==> config.mk <==
export PLATFORM = sky130hd
export DESIGN_NAME = lru_replacement_tracker_unit
export DESIGN_NICKNAME = d
export VERILOG_FILES = /design/src/hw/rtl/lrt_pkg.sv /design/src/hw/rtl/lru_replacement_tracker_unit.sv /design/src/hw/rtl/lrt_cell.sv /design/src/hw/rtl/lrt_chain.sv
export SDC_FILE = /design/constraint.sdc
export NUM_CORES = 1
export LEC_CHECK = 0
export BUFFER_PORTS_ARGS = -buffer_cell sky130_fd_sc_hd__buf_2
export CAP_MARGIN = 25
export CORE_MARGIN = 10
export CORE_UTILIZATION = 45
export CTS_BUF_LIST = sky130_fd_sc_hd__clkbuf_8 sky130_fd_sc_hd__clkbuf_16
export CTS_CLUSTER_DIAMETER = 40
export CTS_CLUSTER_SIZE = 14
export DETAILED_ROUTE_END_ITERATION = 10
export MAX_ROUTING_LAYER = met4
export SYNTH_ARGS = -nofsm -noshare
export SYNTH_HDL_FRONTEND = slang
export SYNTH_SLANG_ARGS = --single-unit
==> constraint.sdc <==
create_clock -name clk -period 5.2 [get_ports clk]
set_clock_uncertainty 0.15 [all_clocks]
set_input_delay 0.52 -clock clk [delete_from_list [all_inputs] [get_ports clk]]
set_output_delay 0.52 -clock clk [all_outputs]
set_load 0.02 [all_outputs]
==> src/hw/rtl/lrt_pkg.sv <==
`timescale 1ns / 1ps

package lrt_pkg;

  localparam int ENTRIES = 16;
  localparam int ENT_W   = 4;

  localparam logic [1:0] ACT_USE       = 2'd0;
  localparam logic [1:0] ACT_DETACH    = 2'd1;
  localparam logic [1:0] ACT_RECLAIM   = 2'd2;
  localparam logic [1:0] ACT_HIBERNATE = 2'd3;

  localparam logic [1:0] OP_HOLD   = 2'd0;
  localparam logic [1:0] OP_MOVE   = 2'd1;
  localparam logic [1:0] OP_REMOVE = 2'd2;
  localparam logic [1:0] OP_POP    = 2'd3;

  typedef struct packed {
    logic [1:0]       action;
    logic [ENT_W-1:0] entry;
    logic             requester_present;
  } in_t;

  typedef struct packed {
    logic [ENT_W-1:0] victim_entry;
    logic             victim_found;
    logic             last;
  } out_t;

  typedef struct packed {
    logic [1:0]       op;
    logic [ENT_W-1:0] key;
  } cell_cmd_t;

  // toward the tail
  typedef struct packed {
    logic [ENT_W-1:0] entry;
    logic             valid;
    logic             stop;
    logic             hit;
  } fwd_link_t;

  // toward the head
  typedef struct packed {
    logic [ENT_W-1:0] entry;
    logic             valid;
  } bwd_link_t;

  typedef struct packed {
    logic             member;
    logic             any_valid;
    logic             more_than_one;
    logic [ENT_W-1:0] tail_entry;
  } chain_status_t;

endpackage

==> src/hw/rtl/lru_replacement_tracker_unit.sv <==
`timescale 1ns / 1ps
// Channel  | Ports                  | Transfer
// ---------+------------------------+----------------------------------
// command  | start, busy, request   | edge with start high, busy low
// result   | strobe, result         | edge ending the strobe cycle
//
// Use and detach give no result and reclaim gives one; hibernate gives
// one result per cycle from the tail, none for an empty list.
// Use, detach and reclaim each are one cell row shift; a hibernate pops the
// row's tail once per cycle. Synchronous reset empties the row at once.
// The receiver cannot stall: results are shown for one cycle only.
module lru_replacement_tracker_unit (
  input  logic          clk,
  input  logic          rst,
  input  logic          start,
  output logic          busy,
  input  lrt_pkg::in_t  request,
  output logic          strobe,
  output lrt_pkg::out_t result
);
  import lrt_pkg::*;

  localparam logic [1:0] S_IDLE   = 2'd0;
  localparam logic [1:0] S_APPLY  = 2'd1;
  localparam logic [1:0] S_REPORT = 2'd2;
  localparam logic [1:0] S_DRAIN  = 2'd3;

  logic [1:0]    state;
  in_t           cmd_q;
  cell_cmd_t     cell_cmd;
  chain_status_t status;
  logic          ent_ok;
  logic          present;
  logic          found;

  assign busy    = (state != S_IDLE);
  assign ent_ok  = int'(cmd_q.entry) < ENTRIES;
  assign present = cmd_q.requester_present && ent_ok;
  assign found   = status.any_valid && !(present && status.tail_entry == cmd_q.entry);

  always_comb begin
    cell_cmd.key = cmd_q.entry;
    cell_cmd.op  = OP_HOLD;
    case (state)
      S_APPLY: begin
        case (cmd_q.action)
          ACT_USE:     cell_cmd.op = ent_ok ? OP_MOVE : OP_HOLD;
          ACT_DETACH:  cell_cmd.op = ent_ok ? OP_REMOVE : OP_HOLD;
          ACT_RECLAIM: cell_cmd.op = (present && status.member) ? OP_MOVE : OP_HOLD;
          default:     cell_cmd.op = OP_HOLD;
        endcase
      end
      S_DRAIN: cell_cmd.op = OP_POP;
      default: cell_cmd.op = OP_HOLD;
    endcase
  end

  lrt_chain u_chain (
    .clk    (clk),
    .rst    (rst),
    .cmd    (cell_cmd),
    .status (status)
  );

  always_ff @(posedge clk) begin
    if (rst) begin
      state  <= S_IDLE;
      strobe <= 1'b0;
    end else begin
      strobe <= 1'b0;
      case (state)
        S_IDLE: begin
          if (start) begin
            cmd_q <= request;
            state <= (request.action == ACT_HIBERNATE) ? S_DRAIN : S_APPLY;
          end
        end
        S_APPLY: begin
          state <= (cmd_q.action == ACT_RECLAIM) ? S_REPORT : S_IDLE;
        end
        S_REPORT: begin
          strobe              <= 1'b1;
          result.victim_entry <= found ? status.tail_entry : '0;
          result.victim_found <= found;
          result.last         <= 1'b1;
          state               <= S_IDLE;
        end
        S_DRAIN: begin
          if (status.any_valid) begin
            strobe              <= 1'b1;
            result.victim_entry <= status.tail_entry;
            result.victim_found <= 1'b1;
            result.last         <= !status.more_than_one;
          end
          if (!status.more_than_one) begin
            state <= S_IDLE;
          end
        end
        default: state <= S_IDLE;
      endcase
    end
  end

`ifndef ASSERT_OFF
  a_strobe_after_work: assert property (@(posedge clk) disable iff (rst)
    strobe |-> $past(busy))
    else $error("result strobe without a command in flight");

  a_no_victim_zero: assert property (@(posedge clk) disable iff (rst)
    strobe && !result.victim_found |-> result.victim_entry == '0)
    else $error("victim_entry nonzero without a victim");

  a_drain_contiguous: assert property (@(posedge clk) disable iff (rst)
    strobe && !result.last |=> strobe)
    else $error("gap in hibernate results");

  a_drain_empties: assert property (@(posedge clk) disable iff (rst)
    strobe && result.last && $past(state == S_DRAIN) |-> !status.any_valid)
    else $error("list not empty after final hibernate result");

  a_empty_drain_quiet: assert property (@(posedge clk) disable iff (rst)
    state == S_DRAIN && !status.any_valid |=> !strobe && state == S_IDLE)
    else $error("hibernate of an empty list misbehaved");
`endif

endmodule

==> src/hw/rtl/lrt_cell.sv <==
`timescale 1ns / 1ps

module lrt_cell (
  input  logic               clk,
  input  logic               rst,
  input  lrt_pkg::cell_cmd_t cmd,
  input  lrt_pkg::fwd_link_t left_in,
  input  lrt_pkg::bwd_link_t right_in,
  output lrt_pkg::fwd_link_t right_out,
  output lrt_pkg::bwd_link_t left_out,
  output logic               tail,
  output logic [lrt_pkg::ENT_W-1:0] entry_out
);
  import lrt_pkg::*;

  logic [ENT_W-1:0] entry;
  logic             valid;
  logic             match;

  assign match = valid && (entry == cmd.key);
  assign tail  = valid && !right_in.valid;
  assign entry_out = entry;

  assign right_out.entry = entry;
  assign right_out.valid = valid;
  assign right_out.stop  = left_in.stop | match | !valid;
  assign right_out.hit   = left_in.hit | match;

  assign left_out.entry = entry;
  assign left_out.valid = valid;

  always_ff @(posedge clk) begin
    if (rst) begin
      valid <= 1'b0;
    end else begin
      case (cmd.op)
        OP_MOVE: begin
          if (!left_in.stop) begin
            entry <= left_in.entry;
            valid <= left_in.valid;
          end
        end
        OP_REMOVE: begin
          if (right_out.hit) begin
            entry <= right_in.entry;
            valid <= right_in.valid;
          end
        end
        OP_POP: begin
          if (tail) begin
            valid <= 1'b0;
          end
        end
        default: begin
        end
      endcase
    end
  end

endmodule

==> src/hw/rtl/lrt_chain.sv <==
`timescale 1ns / 1ps

module lrt_chain (
  input  logic                  clk,
  input  logic                  rst,
  input  lrt_pkg::cell_cmd_t    cmd,
  output lrt_pkg::chain_status_t status
);
  import lrt_pkg::*;

  fwd_link_t        fwd [ENTRIES+1];
  bwd_link_t        bwd [ENTRIES+1];
  logic             tail [ENTRIES];
  logic [ENT_W-1:0] ent [ENTRIES];
  logic [ENT_W-1:0] tail_entry;

  // head is fed the key itself, so a move writes it into cell 0
  assign fwd[0].entry = cmd.key;
  assign fwd[0].valid = 1'b1;
  assign fwd[0].stop  = 1'b0;
  assign fwd[0].hit   = 1'b0;
  assign bwd[ENTRIES] = '0;

  for (genvar i = 0; i < ENTRIES; i++) begin : g_cell
    lrt_cell u_cell (
      .clk       (clk),
      .rst       (rst),
      .cmd       (cmd),
      .left_in   (fwd[i]),
      .right_in  (bwd[i+1]),
      .right_out (fwd[i+1]),
      .left_out  (bwd[i]),
      .tail      (tail[i]),
      .entry_out (ent[i])
    );
  end

  always_comb begin
    tail_entry = '0;
    for (int i = 0; i < ENTRIES; i++) begin
      tail_entry = tail_entry | (tail[i] ? ent[i] : '0);
    end
  end

  assign status.member        = fwd[ENTRIES].hit;
  assign status.any_valid     = bwd[0].valid;
  assign status.more_than_one = bwd[1].valid;
  assign status.tail_entry    = tail_entry;

endmodule
==> results of run 1 <==
## placed cells by master (no fill, tap or decap), types with 4 or more instances in the layout
cell / instances
sky130_fd_sc_hd__xor2_1: 54
sky130_fd_sc_hd__a22oi_1: 26
sky130_fd_sc_hd__dfxtp_1: 19
sky130_fd_sc_hd__and4_1: 4
sky130_fd_sc_hd__nor3_1: 4
sky130_fd_sc_hd__inv_1: 16
sky130_fd_sc_hd__o21ai_0: 8
sky130_fd_sc_hd__clkbuf_16: 9
sky130_fd_sc_hd__mux2_2: 60
sky130_fd_sc_hd__nand3_1: 10
sky130_fd_sc_hd__nor2_1: 24
sky130_fd_sc_hd__a22o_1: 5
sky130_fd_sc_hd__o22ai_1: 7
sky130_fd_sc_hd__a311oi_1: 11
sky130_fd_sc_hd__nand4_1: 5
sky130_fd_sc_hd__a21oi_1: 27
sky130_fd_sc_hd__nand2_1: 30
sky130_fd_sc_hd__nor2b_1: 30
sky130_fd_sc_hd__nor4_1: 9
sky130_fd_sc_hd__a221oi_1: 4
sky130_fd_sc_hd__edfxtp_1: 77
sky130_fd_sc_hd__xnor2_1: 9
sky130_fd_sc_hd__mux2i_1: 6
sky130_fd_sc_hd__buf_2: 18
sky130_fd_sc_hd__and3_1: 5
sky130_fd_sc_hd__buf_4: 20
## worst max path at each step
stage,slack (ns),endpoint,depth (start not counted),from
global placement,0.40,u_chain.g_cell[12].u_cell.entry_out[1]$_DFFE_PP_,11,cell_cmd[1]$_DFFE_PP_
finish,0.31,u_chain.g_cell[7].u_cell.entry_out[3]$_DFFE_PP_,14,cell_cmd[2]$_DFFE_PP_
global route,0.08,u_chain.g_cell[7].u_cell.entry_out[3]$_DFFE_PP_,14,cell_cmd[2]$_DFFE_PP_
floorplan,1.12,u_chain.g_cell[7].u_cell.entry_out[0]$_DFFE_PP_,17,cell_cmd[3]$_DFFE_PP_
detailed placement,0.33,u_chain.g_cell[7].u_cell.entry_out[2]$_DFFE_PP_,13,cell_cmd[1]$_DFFE_PP_
CTS,0.29,u_chain.g_cell[7].u_cell.entry_out[2]$_DFFE_PP_,13,cell_cmd[1]$_DFFE_PP_
## state kept, by name, indices dropped and copies added, names as in the netlist
signal,flops
present,1
result,6
strobe,1
u_chain.g_cell.u_cell.entry_out,64
u_chain.g_cell.u_cell.valid,16
state,2
cell_cmd,4
cmd_q,2
## power groups by stage
stage	combinational, mW	clock [mW]	sequential, mW
final	0.258	0.659	0.906
after global routing	0.280	0.703	0.908
after CTS	0.251	0.671	0.905
after detailed placement	0.249	0	0.922
after global placement	0.246	0	0.922
after floorplan	0.202	0	0.890
## per-layer routing
| metal | part of all wire [%] | GRT usage (%) | vias to the layer above |
|---|---|---|---|
| met3 | 6.4 | 4.18 | 39 |
| li1 | - | - | 2150 |
| met4 | 3.1 | 8.66 | 0 |
| met2 | 47 | 31.0 | 186 |
| met1 | 43 | 26.2 | 2416 |
| met5 | 0 | - | - |
## through the flow
| step | utilization, % | total power [mW] |
|---|---|---|
| 6_report | 49.9 | 1.82 |
| 5_1_grt | 49.9 | 1.89 |
| 4_1_cts | 49.3 | 1.83 |
| 3_5_place_dp | 47.2 | 1.17 |
| 3_3_place_gp | 47.2 | 1.17 |
| 2_1_floorplan | - | 1.09 |
## logic make-up (layout without fill, tap and decap cells)
family / Yosys count / after routing
mux: 66 / 66
fa+ha+maj: 4 / 4
simple gates: 145 / 145
compound gates: 128 / 128
buf+inv: 45 / 71
flops: 96 / 96
xor+xnor: 67 / 67
## layout make-up
type	instances	area share, %
multi-input combinational	410	48.6
sequential	96	39.2
timing repair buffer	39	3.79
clock buffer	9	3.28
tap	180	3.28
clock inverter	7	0.929
inverter	16	0.875
## critical path, stage by stage, from the launching register on
cell and delay (ns):
sky130_fd_sc_hd__edfxtp_1 0.91, sky130_fd_sc_hd__buf_4 0.34, sky130_fd_sc_hd__xnor2_1 0.14, sky130_fd_sc_hd__nand4_1 0.35, sky130_fd_sc_hd__a2bb2oi_1 0.29, sky130_fd_sc_hd__o311a_1 0.19, sky130_fd_sc_hd__and3_1 0.16, sky130_fd_sc_hd__o21ai_0 0.21
sky130_fd_sc_hd__a21boi_0 0.18, sky130_fd_sc_hd__ha_2 0.24, sky130_fd_sc_hd__clkinv_1 0.07, sky130_fd_sc_hd__a21oi_2 0.06, sky130_fd_sc_hd__and4_1 0.38, sky130_fd_sc_hd__a311oi_2 0.40, sky130_fd_sc_hd__nor2b_1 0.47
==> results.md, run 1 <==
Status:
- The flow ran to the end, and the final reports show no timing, DRC or antenna violations.

Synthesis:
- The flip-flop and latch count after synthesis is 96.
- The commonest register cell after synthesis is sky130_fd_sc_hd__edfxtp_1.
- The cell accounting for the most synthesized area is sky130_fd_sc_hd__edfxtp_1.
- Of the post-synthesis cell area, the part taken by muxes is 11.7%.
- The number of synthesized flops with an enable pin is 77.
- Summing the areas of all compound-gate instances in the mapped netlist gives 16.4% of the synthesized area.
- The number of synthesis warnings is 0.
- The proportion of register bits with asynchronous set or reset after synthesis is 0%.
- The count of different cell masters after synthesis is 73.
- The synthesized netlist devotes 0.798% of its cell area to adder and majority cells.
- Summing the areas of all and, or, nand and nor instances in the mapped netlist gives 14.1% of the synthesized area.
- For this run, the register share of the synthesized area comes to 42.9%.
- After synthesis, the cell types taking the most area are sky130_fd_sc_hd__edfxtp_1, sky130_fd_sc_hd__mux2_2, sky130_fd_sc_hd__xor2_1.
- Ranked by instance count, the synthesized netlist is headed by sky130_fd_sc_hd__edfxtp_1, sky130_fd_sc_hd__mux2_2, sky130_fd_sc_hd__xor2_1, sky130_fd_sc_hd__nand2_1, sky130_fd_sc_hd__nor2b_1.
- The post-synthesis xor/xnor area fraction is 10.2%.
- The number of nets produced by synthesis is 565.
- The share of synthesized area in the top cell type comes to 36.9%.
- The area of the mapped netlist is 6270 um2.
- The post-synthesis area per instance is 11.4 um2.
- By area, the combinational part of the netlist is dominated by compound AO/OA/AOI/OAI gates.
- The cell with the most instances after synthesis is sky130_fd_sc_hd__edfxtp_1.
- The synthesized netlist cell count is 551.

Die:
- In this run the horizontal extent of the chip is 138 um.
- The area of the die is 19100 um2.
- In this run the standard cell core region covers 13800 um2.
- In this run the count of I/O pins placed on the die edge is 18.
- The initialized floorplan defines 43 standard-cell rows.
- Once the floorplan was initialized, standard cells occupied 45.5% of the core.
- The overall die height is 138 um.

Finish:
- Registers take 2690 um2.
- Counting the fill cells in the layout gives 1274.
- The final cell area excluding filler cells is 6870 um2.
- From synthesis to final layout, the design area changed by 9.45%.
- The finished layout holds 757 standard cells, fillers aside.
- The final-stage net count is 586.
- The number of antenna cells inserted is 0.
- The share of post-route cells with drive strength above 1 is 25.0%.
- The area of the multi-input gates is 3340 um2.

Routing:
- The DRC violation count after routing is 0.
- The number of detailed-routing iterations run before antenna repair is 5.
- The count of nets left with antenna violations once routing finished came out at 0.
- After detailed routing, the average wire length per cell comes to 25.8 um.
- In the routed layout, each cell is associated on average with a via count of 6.33.
- The iteration-0 DRC count of the detailed router is 458.
- The final routed wirelength across all metal layers is 19.5 mm.
- Detailed routing inserted a total of 4791 vias.

CTS:
- The clock drives 96 sinks.
- The post-CTS repair timing setup buffer count is 0.
- The number of cells upsized or downsized after cts is 0.
- TritonCTS created 9 clock buffers.
- For the worst-skew pair, the clock arrives at the later sink with an insertion delay of 0.36 ns.
- The number of H-tree levels is 3.
- Clock-pin slew was measured on the worst setup and hold paths at 0.07 ns.
- The cell chosen for the clock root is sky130_fd_sc_hd__clkbuf_16.
- The hold-fix buffer count after cts is 0.
- The CTS tree is yes.
- The clock tree buffer depth is 2.

Hold path:
- In this run the worst hold path is classified as in2reg.
- The endpoint of the worst hold path is present$_DFFE_PP_.
- The launch instance of the worst min-delay path is request[0].
- The number of stages on the worst hold path is 1.

Setup path:
- STA classifies the critical path endpoint as a register.
- The worst flop-to-flop path endpoint is u_chain.g_cell[7].u_cell.entry_out[3]$_DFFE_PP_.
- The depth of the most critical reg-to-reg path is 14.
- STA classifies the critical path startpoint as a register.
- The arrival time of the worst setup path is 4.74 ns.
- The peak fanout along the critical path is 13.
- For the worst setup path, the data required time is 5.05 ns.
- The critical path in this run is classified as reg2reg.
- Setup slack on the worst reg-to-reg path comes out at 0.31 ns.
- The reg-to-reg startpoint is cell_cmd[2]$_DFFE_PP_.

STA:
- Measured against its own limit, the worst slew margin works out to 40.2%.
- The transition at the pin with the smallest max-transition slack is 0.896 ns.
- For the final routed database, the setup TNS stands at 0 ns.
- The smallest clock period supported by the final layout is computed as 4.89 ns.
- Hold timing on the final database bottoms out at a slack of 0.192 ns.
- The number of failing setup endpoints in the final timing report is 0.
- The max-slew violation count is 0.
- The hold violation count in the final report was 0.
- In the post-route analysis, the smallest setup slack over all paths is 0.314 ns.
- The achievable frequency is 205 MHz.
- Setup repair after global routing left no endpoint under its margin.
- The part of the cycle the worst path needs is 94.0%.

GRT:
- The global-route wire length before repair is 30.1 mm.
- The global-route usage over all layers is 20.6%.
- The initial antenna violation count was 0.
- The via count of the first global-routing pass is 4728.
- The maximum number of pins on one net before global-route repair is 71.
- The total global routing overflow is 0.

Placed design:
- The pre-CTS setup slack is 0.330 ns.
- Routability-driven placement finished with a final weighted congestion of 0.920.
- After legalization and detailed placement, the total HPWL measured 14.3 mm.
- The count of port buffers added during placement is 17.
- Including well taps, the total number of placed cells is 733.
- The post-detailed-placement cell area is 6510 um2.

Pwr:
- The largest voltage drop on the vdd net is 0.143 mV.
- In this run the static leakage power is 2.34 nW.
- The share of total power in sequential cells is 49.7%.
- The relative contribution of combinational cells to total power is 14.2%.
- The share of total power consumed by net switching is 26.9%.
- The share of total power dissipated in the clock network is 36.1%.
- Summed over all nets, the switching power comes to 491 uW.
- The total power density per cell area is 265 nW/um2.
- The internal power component is 1.33 mW.

Flow run:
- Max-cap violations in this run came to 0.
No activity file was read; power rests on OpenSTA's default activity.
==> inputs of run 2 (changes only) <==
--- a/config.mk
+++ b/config.mk
@@ -7,12 +7,13 @@
 export LEC_CHECK = 0
 export BUFFER_PORTS_ARGS = -buffer_cell sky130_fd_sc_hd__buf_2
 export CAP_MARGIN = 25
-export CORE_MARGIN = 10
-export CORE_UTILIZATION = 45
+export CORE_MARGIN = 2
+export CORE_UTILIZATION = 41
 export CTS_BUF_LIST = sky130_fd_sc_hd__clkbuf_8 sky130_fd_sc_hd__clkbuf_16
 export CTS_CLUSTER_DIAMETER = 40
 export CTS_CLUSTER_SIZE = 14
 export DETAILED_ROUTE_END_ITERATION = 10
+export GPL_TIMING_DRIVEN = 0
 export MAX_ROUTING_LAYER = met4
 export SYNTH_ARGS = -nofsm -noshare
 export SYNTH_HDL_FRONTEND = slang
==> run 2 against run 1 <==
Sequential cell count unchanged. Die area decreased by 14%. Design area rose by 1.3%. Wire length shrank 4.7%. Largest power group unchanged. Via count decreased by 2.4%. Power grew 3.6%.
==> results.md, run 2 (synthesis results as in run 1) <==
Routing:
- The routed via count divided by cell count is 6.06 (-4.3%).
- The post-detailed-route count of antenna-violating nets is 0 (unchanged).
- The mean routed wirelength per cell is 24.1 um (-6.5%).
- The DRC violation count after routing is 0 (unchanged).
- The final routed wirelength across all metal layers is 18.6 mm (-4.7%).
- The number of detailed-routing iterations run before antenna repair is 5 (unchanged).
- The iteration-0 DRC count of the detailed router is 463 (+1.1%).
- The via count is 4677 (-2.4%).

STA:
- The achievable frequency was 203 MHz (-0.89%).
- The max-slew violation count came to 0 (unchanged).
- The hold violation count in the final report is 0 (unchanged).
- The time the final worst path needs with I/O delays and setup is 4.93 ns (+0.0440 ns).
- Setup repair after global routing left no endpoint under its margin.
- The minimum setup slack in the final design is 0.270 ns (-0.0440 ns).
- The part of the cycle the worst path needs came to 94.8% (+0.85 points).
- The total negative setup slack is 0 ns (unchanged).
- The worst-case hold slack is 0.185 ns (-0.00744 ns).
- The worst max-slew margin expressed relative to the limit came to 34.0% (-6.2 points).
- The number of failing setup endpoints in the final timing report was 0 (unchanged).
- The transition at the pin with the smallest max-transition slack is 0.977 ns (+0.0804 ns).

GRT:
- The via count of the first global-routing pass was 4628 (-2.1%).
- The initial antenna violation count is 0 (unchanged).
- The total global routing overflow was 0 (unchanged).
- The global-route usage over all layers was 24.6% (+4.0 points).
- The global-route wire length before repair is 28.7 mm (-4.6%).
- The maximum number of pins on one net before global-route repair is 17 (-76%).

CTS:
- The latest clock arrival within the worst-skew pair was 0.37 ns (about the same).
- TritonCTS built the clock tree.
- The post-CTS repair timing setup buffer count came to 0 (unchanged).
- The clock tree buffer depth came to 2 (unchanged).
- The number of clock buffers inserted by TritonCTS was 9 (unchanged).
- The clock transition time at the flip-flop clock pins of the worst setup and hold paths is 0.06 ns (about the same).
- The hold-fix buffer count after cts came to 0 (unchanged).
- The number of H-tree levels is 3 (unchanged).
- CTS placed an instance of sky130_fd_sc_hd__clkbuf_16 at the clock tree root.
- The clock sink total is 96 (unchanged).
- The number of cells upsized or downsized after cts is 5 (+5).

Status:
- The flow ran to the end, and the final reports show no timing, DRC or antenna violations.

Finish:
- The library cells used most frequently in the layout, excluding fill and tap cells, are sky130_fd_sc_hd__edfxtp_1, sky130_fd_sc_hd__mux2_2, sky130_fd_sc_hd__xor2_1, sky130_fd_sc_hd__nand2_1, sky130_fd_sc_hd__a21oi_1.
- The number of flip-flops under the largest register name is 64 (unchanged).
- The number of cells in the finished layout apart from fillers is 772 (+2.0%).
- The final cell area excluding filler cells came to 6960 um2 (+1.3%).
- The share of post-route cells with drive strength above 1 is 25.5% (+0.56 points).
- The most common library cell in the layout ignoring fill and taps is sky130_fd_sc_hd__edfxtp_1.
- The number of antenna cells inserted is 0 (unchanged).
- Compared with the post-synthesis result, the final layout area differs by 10.9%.
- The final-stage net count is 593 (+1.2%).
- The share of the core filled with cells is 46.1% (-3.8 points).

Setup path:
- The setup path with the least slack is of type reg2reg.
- The kind of capture point of the worst setup path is a register.
- The required time of the worst setup path was 5.08 ns (+0.03 ns).
- The arrival time of the worst setup path is 4.81 ns (+0.07 ns).
- The peak fanout along the critical path is 10 (-3).
- The type of element launching the critical path is a register.

Hold path:
- The path class of the tightest hold or removal check is in2reg.

Placed design:
- The final RePlAce weighted congestion is 0.951 (+3.3%).
- The estimated wirelength of the detail-placed design is 14.2 mm (-0.31%).
- The count of port buffers added during placement was 17 (unchanged).
- The pre-CTS setup slack was -0.168 ns (-0.497 ns).
- The number of placed cells counting well taps is 756 (+3.1%).
- The post-detailed-placement cell area is 6590 um2 (+1.3%).

Die:
- The floorplan die width was 128 um (-7.5%).
- The area of the die is 16300 um2 (-14%).
- The number of placed I/O pins is 18 (unchanged).
- The core outline area is 15100 um2 (+9.6%).
- The overall die height was 128 um (-7.5%).
- The total number of placement rows is 45 (+4.7%).
- The starting utilization of the core area was 41.6% (-4.0 points).

Pwr:
- The overall power is 1.89 mW (+3.6%).
- The cell leakage power is 2.35 nW (+0.41%).
- The total power density per cell area is 271 nW/um2 (+2.2%).
- The largest voltage drop on the vdd net is 0.164 mV (+15%).

Flow run:
- The max-cap violation count came to 0 (unchanged).
-- run 2: cell count changes in the layout (fill, tap and decap cells not counted), moves of 4 or more --
cell	change
sky130_fd_sc_hd__buf_2	+6
sky130_fd_sc_hd__buf_6	+9
sky130_fd_sc_hd__clkbuf_1	+6
sky130_fd_sc_hd__buf_1	+7
sky130_fd_sc_hd__nor2b_1	-4
sky130_fd_sc_hd__nor4_1	-4
sky130_fd_sc_hd__buf_4	-20
sky130_fd_sc_hd__nor2b_2	+4
sky130_fd_sc_hd__nor4_2	+4
-- run 2: cell type report --
| cell class | count | area (um2) |
|---|---|---|
| multi-input combinational | 410 | 3380 |
| clock buffer | 9 | 225 |
| tap | 188 | 235 |
| fill | 1384 | 8130 |
| inverter | 16 | 60.1 |
| buffer | 28 | 180 |
| clock inverter | 7 | 95.1 |
| timing repair buffer | 18 | 90.1 |
| sequential | 96 | 2690 |
-- run 2: final timing paths --
| check | start | depth (start not counted) | to | slack [ns] |
|---|---|---|---|---|
| hold reg to reg | state[1]$_SDFFE_PP0P_ | 2 | strobe$_SDFF_PP0_ | 0.42 |
| hold / removal | request[3] | 1 | cell_cmd[2]$_DFFE_PP_ | 0.18 |
| setup reg to reg | cell_cmd[2]$_DFFE_PP_ | 15 | u_chain.g_cell[7].u_cell.entry_out[2]$_DFFE_PP_ | 0.27 |
| setup / recovery | cell_cmd[2]$_DFFE_PP_ | 15 | u_chain.g_cell[7].u_cell.entry_out[2]$_DFFE_PP_ | 0.27 |
-- run 2: per-layer routing --
metal	track usage, %	routed length (um)	vias up
met1	35.5	8840	2321
met5	-	0	-
met4	6.27	279	0
li1	-	-	2160
met2	35.8	8270	175
met3	4.38	1190	21
-- run 2: power breakdown --
group | leakage (nW) | internal, mW | switching (mW)
sequential | 0.854 | 0.854 | 0.0346
clock | 0.156 | 0.422 | 0.302
combinational | 1.34 | 0.109 | 0.166
total | 2.35 | 1.39 | 0.502
-- run 2: worst max-delay path, cell delays in order (launching register included) --
cell and delay (ns):
sky130_fd_sc_hd__edfxtp_1 0.38, sky130_fd_sc_hd__buf_6 0.18, sky130_fd_sc_hd__xor2_1 0.18, sky130_fd_sc_hd__nor4_2 0.61, sky130_fd_sc_hd__a22oi_2 0.28, sky130_fd_sc_hd__and3_1 0.26, sky130_fd_sc_hd__and3_1 0.20, sky130_fd_sc_hd__o21ai_0 0.22
sky130_fd_sc_hd__a21boi_0 0.19, sky130_fd_sc_hd__ha_1 0.43, sky130_fd_sc_hd__clkinv_1 0.24, sky130_fd_sc_hd__a21oi_2 0.09, sky130_fd_sc_hd__and4_1 0.23, sky130_fd_sc_hd__buf_6 0.14, sky130_fd_sc_hd__a311oi_2 0.39, sky130_fd_sc_hd__nor2b_2 0.40
==> inputs of run 3 (changes only) <==
--- a/config.mk
+++ b/config.mk
@@ -5,8 +5,11 @@
 export SDC_FILE = /design/constraint.sdc
 export NUM_CORES = 1
 export LEC_CHECK = 0
+export ABC_AREA = 1
 export BUFFER_PORTS_ARGS = -buffer_cell sky130_fd_sc_hd__buf_2
 export CAP_MARGIN = 25
+export CELL_PAD_IN_SITES_DETAIL_PLACEMENT = 0
+export CELL_PAD_IN_SITES_GLOBAL_PLACEMENT = 1
 export CORE_MARGIN = 2
 export CORE_UTILIZATION = 41
 export CTS_BUF_LIST = sky130_fd_sc_hd__clkbuf_8 sky130_fd_sc_hd__clkbuf_16
@@ -15,6 +18,7 @@
 export DETAILED_ROUTE_END_ITERATION = 10
 export GPL_TIMING_DRIVEN = 0
 export MAX_ROUTING_LAYER = met4
+export PLACE_DENSITY_LB_ADDON = 0.1
 export SYNTH_ARGS = -nofsm -noshare
 export SYNTH_HDL_FRONTEND = slang
 export SYNTH_SLANG_ARGS = --single-unit
==> run 3 against run 2 <==
Global-route usage grew 5.6 points. Sequential power shrank 0.4%. Die area shrank 1.7%. Combinational power grew 15%. Clock power shrank 3.3%. Design area shrank 2.2%. First-iteration DRC count grew 21%. Utilization grew 0.54 points. Setup slack gained 0.081 ns. Power grew 0.70%. Non-clock buffer count grew 6. Sequential share of layout area grew 0.87 points. Highest routed layer unchanged.
==> results.md, run 3 <==
Routing:
- The mean routed wirelength per cell is 22.3 um (-7.2%).
- The routed via count divided by cell count is 5.93 (-2.1%).
- The post-detailed-route count of antenna-violating nets is 0 (unchanged).
- The via count is 6109 (+31%).
- The final routed wirelength across all metal layers is 23.0 mm (+24%).
- The number of detailed-routing iterations run before antenna repair was 5 (unchanged).
- The DRC violation count after routing is 0 (unchanged).
- The iteration-0 DRC count of the detailed router is 562 (+21%).

Synthesis:
- The post-synthesis xor/xnor area fraction was 2.25% (-7.9 points).
- The post-synthesis mux area share was 0% (-12 points).
- By count the netlist is led by sky130_fd_sc_hd__nand2_1, sky130_fd_sc_hd__inv_1, sky130_fd_sc_hd__o21ai_0, sky130_fd_sc_hd__nor2_1, sky130_fd_sc_hd__edfxtp_1.
- The area share of the largest cell type after synthesis is 37.5% (+0.65 points).
- sky130_fd_sc_hd__nand2_1 is the most common cell in the netlist.
- The fraction of the yosys area taken by sequential cells is 43.7% (+0.76 points).
- The post-synthesis area per instance is 7.58 um2 (-33%).
- The number of nets produced by synthesis is 827 (+46%).
- By area the synthesized netlist is led by sky130_fd_sc_hd__edfxtp_1, sky130_fd_sc_hd__nand2_1, sky130_fd_sc_hd__o21ai_0.
- The number of synthesized flops with an enable pin came to 77 (unchanged).
- The fraction of the mapped netlist area in simple logic gates is 24.9% (+11 points).
- The area of the mapped netlist was 6160 um2 (-1.7%).
- After synthesis, the largest family of logic cells by area is simple AND/OR/NAND/NOR gates.
- The number of synthesis warnings was 0 (unchanged).
- The count of different cell masters after synthesis is 45 (-38%).
- The proportion of register bits with asynchronous set or reset after synthesis was 0% (unchanged).
- The complex-gate fraction of the synthesized area is 18.3% (+2.0 points).
- The synthesized netlist cell count is 813 (+48%).
- In the synthesized netlist the dominant register cell turns out to be sky130_fd_sc_hd__edfxtp_1.
- The post-synthesis adder-cell area fraction is 0.812% (+0.014 points).
- The cell accounting for the most synthesized area is sky130_fd_sc_hd__edfxtp_1.
- The flip-flop and latch count after synthesis is 96 (unchanged).

Setup path:
- The cell family contributing the most delay on the critical path is simple AND/OR/NAND/NOR gates.
- The highest cell delay on the worst timing path is 0.58 ns (-0.03 ns).
- The number of buffers and inverters on the critical path is 5 (+2).
- The critical path launch point is cell_cmd[1]$_DFFE_PP_.
- The peak fanout along the critical path is 10 (unchanged).
- The arrival time of the worst setup path is 4.75 ns (-0.06 ns).
- The critical path class is reg2reg.
- The reg-to-reg startpoint is cell_cmd[1]$_DFFE_PP_.
- The type of element launching the critical path is a register.
- The required time of the worst setup path is 5.10 ns (+0.02 ns).
- The slowest stage of the critical path belongs to the cell sky130_fd_sc_hd__clkbuf_1.
- STA classifies the critical path endpoint as a register.
- The most used cell along the critical path is sky130_fd_sc_hd__nand2_1.

Flow run:
- The max-cap violation count is 0 (unchanged).

GRT:
- The global-route wire length before repair came to 35.0 mm (+22%).
- The maximum number of pins on one net before global-route repair is 18 (+1).
- The routing usage on met1 came to 40.2% (+4.6 points).
- The global-route usage over all layers is 30.2% (+5.6 points).
- The via count of the first global-routing pass is 5887 (+27%).
- The total global routing overflow is 0 (unchanged).
- In this run the most used layer during global routing was met2.
- The met2 track utilization from global routing is 46.4% (+11 points).
- The fraction of met3 tracks used by global routing is 4.18% (-0.21 points).
- The initial antenna violation count came to 0 (unchanged).

Die:
- The number of placed I/O pins is 18 (unchanged).
- The core outline area is 14600 um2 (-3.3%).
- The starting utilization of the core area is 42.3% (+0.68 points).
- The total number of placement rows is 44 (-2.2%).
- The floorplan die width is 127 um (-0.85%).
- The overall die height is 127 um (-0.85%).
- The area of the die is 16000 um2 (-1.7%).

Pwr:
- The cell leakage power is 2.73 nW (+16%).
- The largest voltage drop on the vdd net is 0.154 mV (-6.3%).
- The overall power was 1.90 mW (+0.70%).
- The total power density per cell area is 279 nW/um2 (+3.0%).

Finish:
- Leaving out fill and tap cells, the most frequent cells in the layout are sky130_fd_sc_hd__nand2_1, sky130_fd_sc_hd__inv_1, sky130_fd_sc_hd__o21ai_0, sky130_fd_sc_hd__nor2_1, sky130_fd_sc_hd__edfxtp_1.
- The final-stage net count is 855 (+44%).
- Leaving out fill and tap cells, the most frequent cell in the layout is sky130_fd_sc_hd__nand2_1.
- The final cell area excluding filler cells is 6800 um2 (-2.2%).
- The number of antenna cells inserted is 0 (unchanged).
- The number of cells in the finished layout apart from fillers came to 1030 (+33%).
- The share of the core filled with cells came to 46.6% (+0.54 points).
- The number of flip-flops under the largest register name was 64 (unchanged).
- The area growth from synthesis to layout is 10.4%.
- The share of post-route cells with drive strength above 1 was 9.57% (-16 points).

CTS:
- The clock transition time at the flip-flop clock pins of the worst setup and hold paths is 0.07 ns (about the same).
- The number of H-tree levels is 3 (unchanged).
- The hold-fix buffer count after cts is 0 (unchanged).
- The cell chosen for the clock root is sky130_fd_sc_hd__clkbuf_16.
- The latest clock arrival within the worst-skew pair is 0.37 ns (about the same).
- The CTS tree is yes.
- The number of clock buffers inserted by TritonCTS was 9 (unchanged).
- The clock tree buffer depth came to 2 (unchanged).
- The clock sink total is 96 (unchanged).

Hold path:
- The worst hold path begins at request[2].
- The min-delay analysis places its worst path in the category in2reg.

STA:
- The number of failing setup endpoints in the final timing report was 0 (unchanged).
- The max-slew violation count is 0 (unchanged).
- The total negative setup slack came to 0 ns (unchanged).
- The worst max-slew margin expressed relative to the limit is 33.4% (-0.64 points).
- The transition at the pin with the smallest max-transition slack was 0.995 ns (+0.0187 ns).
- The hold violation count in the final report was 0 (unchanged).
- The achievable frequency was 206 MHz (+1.7%).
- The time the final worst path needs with I/O delays and setup is 4.85 ns (-0.0812 ns).
- The part of the cycle the worst path needs was 93.3% (-1.6 points).
- Setup repair after global routing left no endpoint under its margin.

Placed design:
- The final RePlAce weighted congestion is 0.915 (-3.7%).
- The post-detailed-placement cell area is 6480 um2 (-1.7%).
- The number of placed cells counting well taps is 1014 (+34%).
- The estimated wirelength of the detail-placed design is 17.4 mm (+22%).
- The count of port buffers added during placement is 17 (unchanged).

Status:
- The flow ran to the end, and the final reports show no timing, DRC or antenna violations.
[run 3: changes by cell type after synthesis, moves of 11 or more]
cell	before	now
sky130_fd_sc_hd__o21ai_0	8	85
sky130_fd_sc_hd__nand3_1	10	25
sky130_fd_sc_hd__o22ai_1	7	33
sky130_fd_sc_hd__a311oi_1	11	0
sky130_fd_sc_hd__a21oi_1	27	38
sky130_fd_sc_hd__inv_1	14	102
sky130_fd_sc_hd__nor2b_1	30	0
sky130_fd_sc_hd__a22oi_1	26	2
sky130_fd_sc_hd__xor2_1	54	5
sky130_fd_sc_hd__nor2_1	24	83
sky130_fd_sc_hd__mux2_2	60	0
sky130_fd_sc_hd__nand2_1	30	213
sky130_fd_sc_hd__clkbuf_1	7	22
[run 3: kinds of logic (layout without fill, tap and decap cells)]
group	Yosys count	in the layout
and+or+nand+nor	361	361
DFF	96	96
AOI/OAI and AO/OA	194	194
buffers and inverters	143	176
xor gates and xnor gates	15	15
adders and majority gates	4	4
[run 3: final timing paths]
kind	slack [ns]	endpoint	cells past startpoint
max	0.35	u_chain.g_cell[15].u_cell.entry_out[3]$_SDFFCE_PN0P_	25
min reg2reg	0.38	strobe$_SDFF_PP0_	2
max reg2reg	0.35	u_chain.g_cell[15].u_cell.entry_out[3]$_SDFFCE_PN0P_	25
min	0.18	cell_cmd[1]$_DFFE_PP_	1
[run 3: layout make-up]
cell class	count	area, um2
Buffer	34	198
Clock buffer	9	225
Clock inverter	7	78.8
Fill cell	1510	7780
Inverter	108	420
Multi-Input combinational cell	574	2870
Sequential cell	96	2690
Tap cell	184	230
Timing Repair Buffer	18	92.6
[run 3: worst reg2reg max path, delay by kind of cell, from the launching register on]
family                   cells  cell delay, ns
AO/OA/AOI/OAI                2            0.37
adder cells (fa/ha/maj)      1            0.28
buffers and inverters        5            1.16
flip-flops                   1            0.38
AND/OR/NAND/NOR             17            2.19
[run 3: routing by layer]
layer / routed length [um] / vias up
met4: 877 / 0
met1: 10100 / 2979
met2: 10500 / 265
li1: - / 2802
met5: 0 / -
met3: 1520 / 63
[run 3: timing repair]
action	CTS	global route
resized for setup	2	8
buffers inserted	0	1
endpoints found under the setup margin	42	78
[run 3: through the flow]
step	setup slack, ns	hold WS, ns
2_1_floorplan	1.30	0.320
3_3_place_gp	-0.161	0.350
3_5_place_dp	-0.167	0.362
4_1_cts	0.0481	0.173
5_1_grt	0.00629	0.168
6_report	0.351	0.180
[run 3: report_power, final]
group          internal, mW  total (mW)  switching [mW]  leakage, nW
Combinational        0.0948       0.316           0.221         1.74
Clock                 0.377       0.700           0.323        0.139
Sequential            0.858       0.885          0.0275        0.850
